[src/rtl/b64e_pkg.sv]
// Package for the Base64 stream encoder: queue entry type, sizes and
// the sextet-to-character mapping. No dependencies.
`timescale 1ns / 1ps
`default_nettype none

package b64e_pkg;

	localparam int FIFO_AW    = 2;
	localparam int FIFO_DEPTH = 1 << FIFO_AW;

	localparam logic [7:0] PAD_CHAR = 8'h3D;

	typedef logic [1:0] phase_t;
	localparam phase_t PH_ZERO = 2'd0;
	localparam phase_t PH_ONE  = 2'd1;
	localparam phase_t PH_TWO  = 2'd2;

	// one classified byte: up to four characters, index of the last one used,
	// and whether that last one ends the message
	typedef struct packed {
		logic [3:0][7:0] chars;
		logic [1:0]      last_idx;
		logic            fin;
	} entry_t;

	function automatic logic [7:0] b64_char(input logic [5:0] v);
		logic [7:0] w;
		logic [7:0] c;
		w = {2'b00, v};
		case (v) inside
			[6'd0 : 6'd25]:  c = 8'd65 + w;
			[6'd26 : 6'd51]: c = 8'd97 + (w - 8'd26);
			[6'd52 : 6'd61]: c = 8'd48 + (w - 8'd52);
			6'd62:           c = 8'h2B;
			default:         c = 8'h2F;
		endcase
		return c;
	endfunction

endpackage

`default_nettype wire

[src/rtl/base64_stream_encoder.sv]
// Top level of the Base64 stream encoder: front end, entry queue, serializer.
// Depends on b64e_pkg, b64e_front, b64e_fifo, b64e_back.
`timescale 1ns / 1ps
`default_nettype none

// Streaming Base64 encoder, standard alphabet with '=' padding. Push one
// byte per transaction, with final_byte set on the last byte of a message;
// characters come out one per pop transaction, last_char marking the end of
// the message. The input takes one byte per cycle while the four-entry queue
// has room; the serializer delivers one character per cycle while pop is held
// and the queue is not empty, so sustained throughput is set by the output:
// 4 characters per 3 bytes in a run, up to 4 for a final byte. An accepted
// byte is queued first, then its first character is loaded into out_char.
module base64_stream_encoder import b64e_pkg::*; (
	input  wire logic       clk,
	input  wire logic       arst_n,
	input  wire logic       push,
	output logic            full,
	input  wire logic [7:0] data_byte,
	input  wire logic       final_byte,
	output logic            empty,
	input  wire logic       pop,
	output logic [7:0]      out_char,
	output logic            last_char
);

	entry_t new_entry;
	entry_t head;
	logic   accept;
	logic   q_empty;
	logic   q_pop;

	assign accept = push && !full;

	b64e_front u_front (
		.clk        (clk),
		.arst_n     (arst_n),
		.accept     (accept),
		.data_byte  (data_byte),
		.final_byte (final_byte),
		.entry      (new_entry)
	);

	b64e_fifo u_fifo (
		.clk     (clk),
		.arst_n  (arst_n),
		.wr_en   (accept),
		.wr_data (new_entry),
		.rd_en   (q_pop),
		.rd_data (head),
		.full    (full),
		.empty   (q_empty)
	);

	b64e_back u_back (
		.clk       (clk),
		.arst_n    (arst_n),
		.head      (head),
		.q_empty   (q_empty),
		.q_pop     (q_pop),
		.pop       (pop),
		.empty     (empty),
		.out_char  (out_char),
		.last_char (last_char)
	);

endmodule

`default_nettype wire

[src/rtl/b64e_front.sv]
// Front end: accepts bytes, tracks group phase and leftover bits, and
// builds one queue entry per byte. Depends on b64e_pkg.
`timescale 1ns / 1ps
`default_nettype none

module b64e_front import b64e_pkg::*; (
	input  wire logic       clk,
	input  wire logic       arst_n,
	input  wire logic       accept,
	input  wire logic [7:0] data_byte,
	input  wire logic       final_byte,
	output entry_t          entry
);

	phase_t     phase_q;
	logic [3:0] left_q;
	phase_t     phase_d;
	logic [3:0] left_d;

	always_comb begin
		entry.chars    = {4{PAD_CHAR}};
		entry.last_idx = 2'd0;
		entry.fin      = final_byte;
		phase_d        = phase_q;
		left_d         = left_q;
		case (phase_q)
			PH_ONE: begin
				entry.chars[0] = b64_char({left_q[1:0], data_byte[7:4]});
				entry.chars[1] = b64_char({data_byte[3:0], 2'b00});
				entry.last_idx = final_byte ? 2'd2 : 2'd0;
				left_d         = data_byte[3:0];
				phase_d        = PH_TWO;
			end
			PH_TWO: begin
				entry.chars[0] = b64_char({left_q, data_byte[7:6]});
				entry.chars[1] = b64_char(data_byte[5:0]);
				entry.last_idx = 2'd1;
				left_d         = 4'd0;
				phase_d        = PH_ZERO;
			end
			default: begin
				entry.chars[0] = b64_char(data_byte[7:2]);
				entry.chars[1] = b64_char({data_byte[1:0], 4'b0000});
				entry.last_idx = final_byte ? 2'd3 : 2'd0;
				left_d         = {2'b00, data_byte[1:0]};
				phase_d        = PH_ONE;
			end
		endcase
		if (final_byte) begin
			phase_d = PH_ZERO;
			left_d  = 4'd0;
		end
	end

	always_ff @(posedge clk or negedge arst_n) begin
		if (!arst_n) begin
			phase_q <= PH_ZERO;
			left_q  <= 4'd0;
		end else if (accept) begin
			phase_q <= phase_d;
			left_q  <= left_d;
		end
	end

endmodule

`default_nettype wire

[src/rtl/b64e_fifo.sv]
// Short entry queue between front end and serializer.
// Depends on b64e_pkg.
`timescale 1ns / 1ps
`default_nettype none

module b64e_fifo import b64e_pkg::*; (
	input  wire logic   clk,
	input  wire logic   arst_n,
	input  wire logic   wr_en,
	input  wire entry_t wr_data,
	input  wire logic   rd_en,
	output entry_t      rd_data,
	output logic        full,
	output logic        empty
);

	entry_t             mem [FIFO_DEPTH];
	logic [FIFO_AW-1:0] wr_ptr_q;
	logic [FIFO_AW-1:0] rd_ptr_q;
	logic [FIFO_AW:0]   count_q;

	assign full    = (count_q == (FIFO_AW+1)'(FIFO_DEPTH));
	assign empty   = (count_q == '0);
	assign rd_data = mem[rd_ptr_q];

	always_ff @(posedge clk) begin
		if (wr_en) begin
			mem[wr_ptr_q] <= wr_data;
		end
	end

	always_ff @(posedge clk or negedge arst_n) begin
		if (!arst_n) begin
			wr_ptr_q <= '0;
			rd_ptr_q <= '0;
			count_q  <= '0;
		end else begin
			if (wr_en) begin
				wr_ptr_q <= wr_ptr_q + 1'b1;
			end
			if (rd_en) begin
				rd_ptr_q <= rd_ptr_q + 1'b1;
			end
			case ({wr_en, rd_en})
				2'b10:   count_q <= count_q + 1'b1;
				2'b01:   count_q <= count_q - 1'b1;
				default: count_q <= count_q;
			endcase
		end
	end

endmodule

`default_nettype wire

[src/rtl/b64e_back.sv]
// Back end: walks the head queue entry into an output register, one
// character per cycle while the output is popped. Depends on b64e_pkg.
`timescale 1ns / 1ps
`default_nettype none

module b64e_back import b64e_pkg::*; (
	input  wire logic       clk,
	input  wire logic       arst_n,
	input  wire entry_t     head,
	input  wire logic       q_empty,
	output logic            q_pop,
	input  wire logic       pop,
	output logic            empty,
	output logic [7:0]      out_char,
	output logic            last_char
);

	logic [1:0] idx_q;
	logic       valid_q;
	logic       load;
	logic       at_end;

	assign empty  = !valid_q;
	assign load   = !q_empty && (!valid_q || pop);
	assign at_end = (idx_q == head.last_idx);
	assign q_pop  = load && at_end;

	always_ff @(posedge clk or negedge arst_n) begin
		if (!arst_n) begin
			valid_q <= 1'b0;
			idx_q   <= 2'd0;
		end else begin
			if (load) begin
				valid_q <= 1'b1;
				idx_q   <= at_end ? 2'd0 : idx_q + 2'd1;
			end else if (pop) begin
				valid_q <= 1'b0;
			end
		end
	end

	always_ff @(posedge clk) begin
		if (load) begin
			out_char  <= head.chars[idx_q];
			last_char <= at_end && head.fin;
		end
	end

endmodule

`default_nettype wire
[config.mk]
export PLATFORM = sky130hd
export DESIGN_NAME = base64_stream_encoder
export DESIGN_NICKNAME = d
export VERILOG_FILES = /design/src/rtl/b64e_pkg.sv /design/src/rtl/base64_stream_encoder.sv /design/src/rtl/b64e_front.sv /design/src/rtl/b64e_fifo.sv /design/src/rtl/b64e_back.sv
export SDC_FILE = /design/constraint.sdc
export NUM_CORES = 1
export LEC_CHECK = 0
export ABC_AREA = 1
export BUFFER_PORTS_ARGS = -buffer_cell sky130_fd_sc_hd__buf_2
export CAP_MARGIN = 30
export CORE_ASPECT_RATIO = 1.4
export CORE_UTILIZATION = 40
export CTS_BUF_LIST = sky130_fd_sc_hd__clkbuf_4 sky130_fd_sc_hd__clkbuf_8
export CTS_CLUSTER_SIZE = 30
export DETAILED_ROUTE_END_ITERATION = 16
export PLACE_DENSITY = 0.63
export SKIP_LAST_GASP = 1
export SLEW_MARGIN = 20
export SYNTH_ARGS = -nofsm -noshare
export SYNTH_HDL_FRONTEND = slang
export SYNTH_SLANG_ARGS = --single-unit
[constraint.sdc]
create_clock -name clk -period 2.86 [get_ports clk]
set_clock_uncertainty 0.05 [all_clocks]
set_input_delay 0.286 -clock clk [delete_from_list [all_inputs] [get_ports clk]]
set_output_delay 0.286 -clock clk [all_outputs]
set_load 0.1 [all_outputs]
==> impl_metrics.py <==
metrics = {
    "floorplan": {
        "coreArea_mm2": 0.0180,
        "die_h_um": 163,
        "die_area_mm2": 0.0190,
        "fp-row-count": 58,
        "io_pins": 24,
        "start_util_pct": 41.0,
        "die_w_um": 117,
    },
    "critical_path": {
        "crit_required_ns": 2.95,
        "crit_fanout": 10,
        "crit_chain": "clkinvlp_4 -> ha_1 -> inv_1 -> nand3_1 -> nand2_1 -> nor2_1 -> a21oi_4 -> nand3_1 -> nand3_1 -> nand3_1 -> a21oi_1",
        "critPathCaptureType": "flop",
        "start_kind": "flop",
        "slowest_delay_ns": 0.55,
        "path_class": "reg2reg",
        "cpMaxStageDelayCell": "dfrtp_2",
        "cp.arrival_ns": 2.70,
        "path_common_cell": "nand3_1",
    },
    "synthesis": {
        "synthCells": 945,
        "synth_area_mm2": 0.00739,
        "ys_ff_latch": 101,
        "syn_avg_cell_area_um2": 7.82,
        "yosys_warnings": 0,
        "synth.yosys.seq_area_share_pct": 40.0,
        "synthDistinctLibCells": 43,
        "synth_nets": 1015,
    },
    "clocking": {
        "cts_tree": "done",
        "clock_sinks": 101,
        "clkSlewWorstSetupHoldPaths_ns": 0.10,
        "post-cts-setup-buffer-count": 0,
        "clk_path_buf_depth": 2,
        "cts_buffers": 9,
        "clk_latency_ns": 0.36,
        "htree_levels": 3,
        "cts_root_buf": "clkbuf_8",
    },
    "cells_and_area": {
        "layout_commonest_cell": "nand2_1",
        "area_delta_synth_final_pct": 9.77,
        "final_core_util_pct": 45.1,
        "fillers": 1829,
        "antennaDiodeCount": 0,
        "drive_above_1_share_pct": 11.4,
        "final_cell_mix": "nand2_1 (269), inv_1 (96), edfxtp_1 (85), nand3_1 (81), nor2_1 (64)",
        "final_nets": 1048,
    },
    "drt": {
        "vias": 6435,
        "ant_nets": 0,
        "dr.pass1.iters": 6,
        "wl_per_cell_um": 15.7,
        "wirelength_um": 19200,
        "drtIter0Drc": 450,
        "drc": 0,
        "routed_via_density": 5.26,
    },
    "place": {
        "port_buffers": 23,
        "gp_congestion": 0.973,
        "dp_hpwl_um": 14700,
    },
    "global_route": {
        "antenna_found_initial": 0,
        "grt.total_usage_pct": 21.3,
        "globalRouteOverflowTotal": 0,
        "grt_max_degree": 29,
        "grt_pass1_vias": 6170,
        "grt_pass1_wl_um": 30800,
    },
    "run": {
        "maxCapViolCount": 0,
    },
    "run_status": {
        "status": "complete, no violations",
    },
    "sta": {
        "timing.final.crit_share_pct": 91.0,
        "tns_ns": 0,
        "rsz0062_at_grt": "no",
        "fmax_ghz": 0.384,
        "drv_slew": 0,
        "min_period_ns": 2.60,
        "worstMarginPinSlew_ns": 0.489,
        "slew_headroom_pct": 67.6,
        "finalHoldViolations": 0,
        "setup_viol": 0,
    },
    "power_and_ir_drop": {
        "p_per_area_mw_per_mm2": 921,
        "leakagePower_nw": 3.64,
        "ir_drop_uv": 303,
        "power.total_mw": 7.47,
    },
    "hold_path": {
        "hold_path.class": "in2reg",
    },
}
-- cells by family (layout without fill, tap and decap cells) --
logic type / after synthesis / after routing / synth area share, %
AO/OA/AOI/OAI: 152 / 152 / 11.7
XOR/XNOR: 31 / 31 / 3.78
flip-flops: 101 / 101 / 40.0
AND/OR/NAND/NOR: 462 / 462 / 26.5
buffers and inverters: 142 / 180 / 8.27
adder cells (fa/ha/maj): 57 / 57 / 9.76
-- per-layer routing --
metal	routed length, µm	vias to the layer above	GRT usage, %
met4	902	0	11.0
met2	9940	197	38.6
met5	0	-	0
met1	7650	2982	24.0
li1	-	3197	-
met3	737	59	2.53
-- metrics by stage --
stage	cells	instance area (µm²)	setup slack, ns	hold slack, ns
2_1_floorplan	945	7410	0.107	-0.0596
3_3_place_gp	1206	7860	0.147	0.189
3_5_place_dp	1206	7860	0.164	0.197
4_1_cts	1223	8100	0.138	0.0269
5_1_grt	1223	8110	0.0653	0.0354
6_report	1223	8110	0.257	0.0478
-- area by class of cell --
cell class | instances | area [µm²] | share of cell area, %
Tap cell | 240 | 300 | 3.70
Clock inverter | 6 | 97.6 | 1.20
Timing Repair Buffer | 53 | 343 | 4.23
Inverter | 111 | 432 | 5.32
Sequential cell | 101 | 2950 | 36.4
Clock buffer | 10 | 131 | 1.62
Multi-Input combinational cell | 702 | 3850 | 47.5
-- critical path, delay by kind of cell, from the launching register on --
kind | cells | cell delay (ns)
buf+inv | 2 | 0.37
compound gates | 2 | 0.52
simple gates | 6 | 0.62
flops | 1 | 0.55
fa+ha+maj | 1 | 0.28
-- cells in the mapped netlist --
cell | number | area share, %
nand4_1 | 11 | 0.93
or2_0 | 1 | 0.085
a21o_1 | 1 | 0.10
fa_1 | 1 | 0.27
o21ai_2 | 2 | 0.24
o22ai_1 | 6 | 0.51
nor3_1 | 4 | 0.27
buf_4 | 8 | 0.81
or3_1 | 5 | 0.42
nand2_2 | 7 | 0.59
buf_6 | 3 | 0.46
xnor2_1 | 7 | 0.83
nor4_1 | 1 | 0.085
nand2_1 | 269 | 14
nor2_4 | 1 | 0.15
buf_2 | 13 | 0.88
a22o_1 | 1 | 0.12
dfrtp_1 | 16 | 5.4
inv_6 | 1 | 0.12
nand3_1 | 81 | 5.5
clkbuf_2 | 1 | 0.068
clkbuf_1 | 6 | 0.30
inv_2 | 11 | 0.56
a221oi_1 | 10 | 1.2
nand3_2 | 3 | 0.41
inv_1 | 98 | 5.0
nor2_1 | 68 | 3.5
xor2_2 | 1 | 0.22
nor2_2 | 5 | 0.42
o211ai_1 | 8 | 0.81
ha_1 | 56 | 9.5
inv_4 | 1 | 0.085
o21ai_1 | 8 | 0.54
or2_1 | 1 | 0.085
a21oi_1 | 52 | 3.5
o31ai_1 | 2 | 0.20
a31oi_1 | 5 | 0.42
o21ai_0 | 56 | 3.8
or2_2 | 2 | 0.17
a21oi_4 | 1 | 0.22
nand3b_1 | 3 | 0.30
xor2_1 | 23 | 2.7
edfxtp_1 | 85 | 35
-- final timing paths --
kind / cells past startpoint / from / slack [ns] / end
min: 2 / pop / 0.05 / u_back.valid_q
min in group asynchronous: 2 / arst_n / 0.33 / u_front.phase_q[0]
max reg2reg: 11 / u_front.left_q[0] / 0.26 / u_fifo.mem[3][6]
min reg2reg: 1 / u_fifo.wr_ptr_q[0] / 0.49 / u_fifo.wr_ptr_q[0]
max: 11 / u_front.left_q[0] / 0.26 / u_fifo.mem[3][6]
max in group asynchronous: 2 / arst_n / 2.13 / u_front.left_q[0]
-- state kept, by name (all words and copies together), names as in the netlist --
name / cells
u_back.idx_q: 2
u_front.left_q: 4
u_fifo.wr_ptr_q: 2
u_front.phase_q: 2
u_fifo.count_q: 3
u_fifo.mem: 76
u_fifo.rd_ptr_q: 2
u_back.out_char: 8
u_back.last_char: 1
u_back.valid_q: 1
-- timing repair --
item	CTS	global route
endpoints found under the hold margin	16	0
resized for setup	0	2
endpoints found under the setup margin	0	20
hold buffers	1	0
-- where the power goes --
part	switching, mW	internal (mW)	total, mW
Combinational	2.79	1.12	3.90
Clock	0.496	0.519	1.01
Sequential	0.230	2.32	2.55
Note: power is estimated with default switching activity, not from simulation.
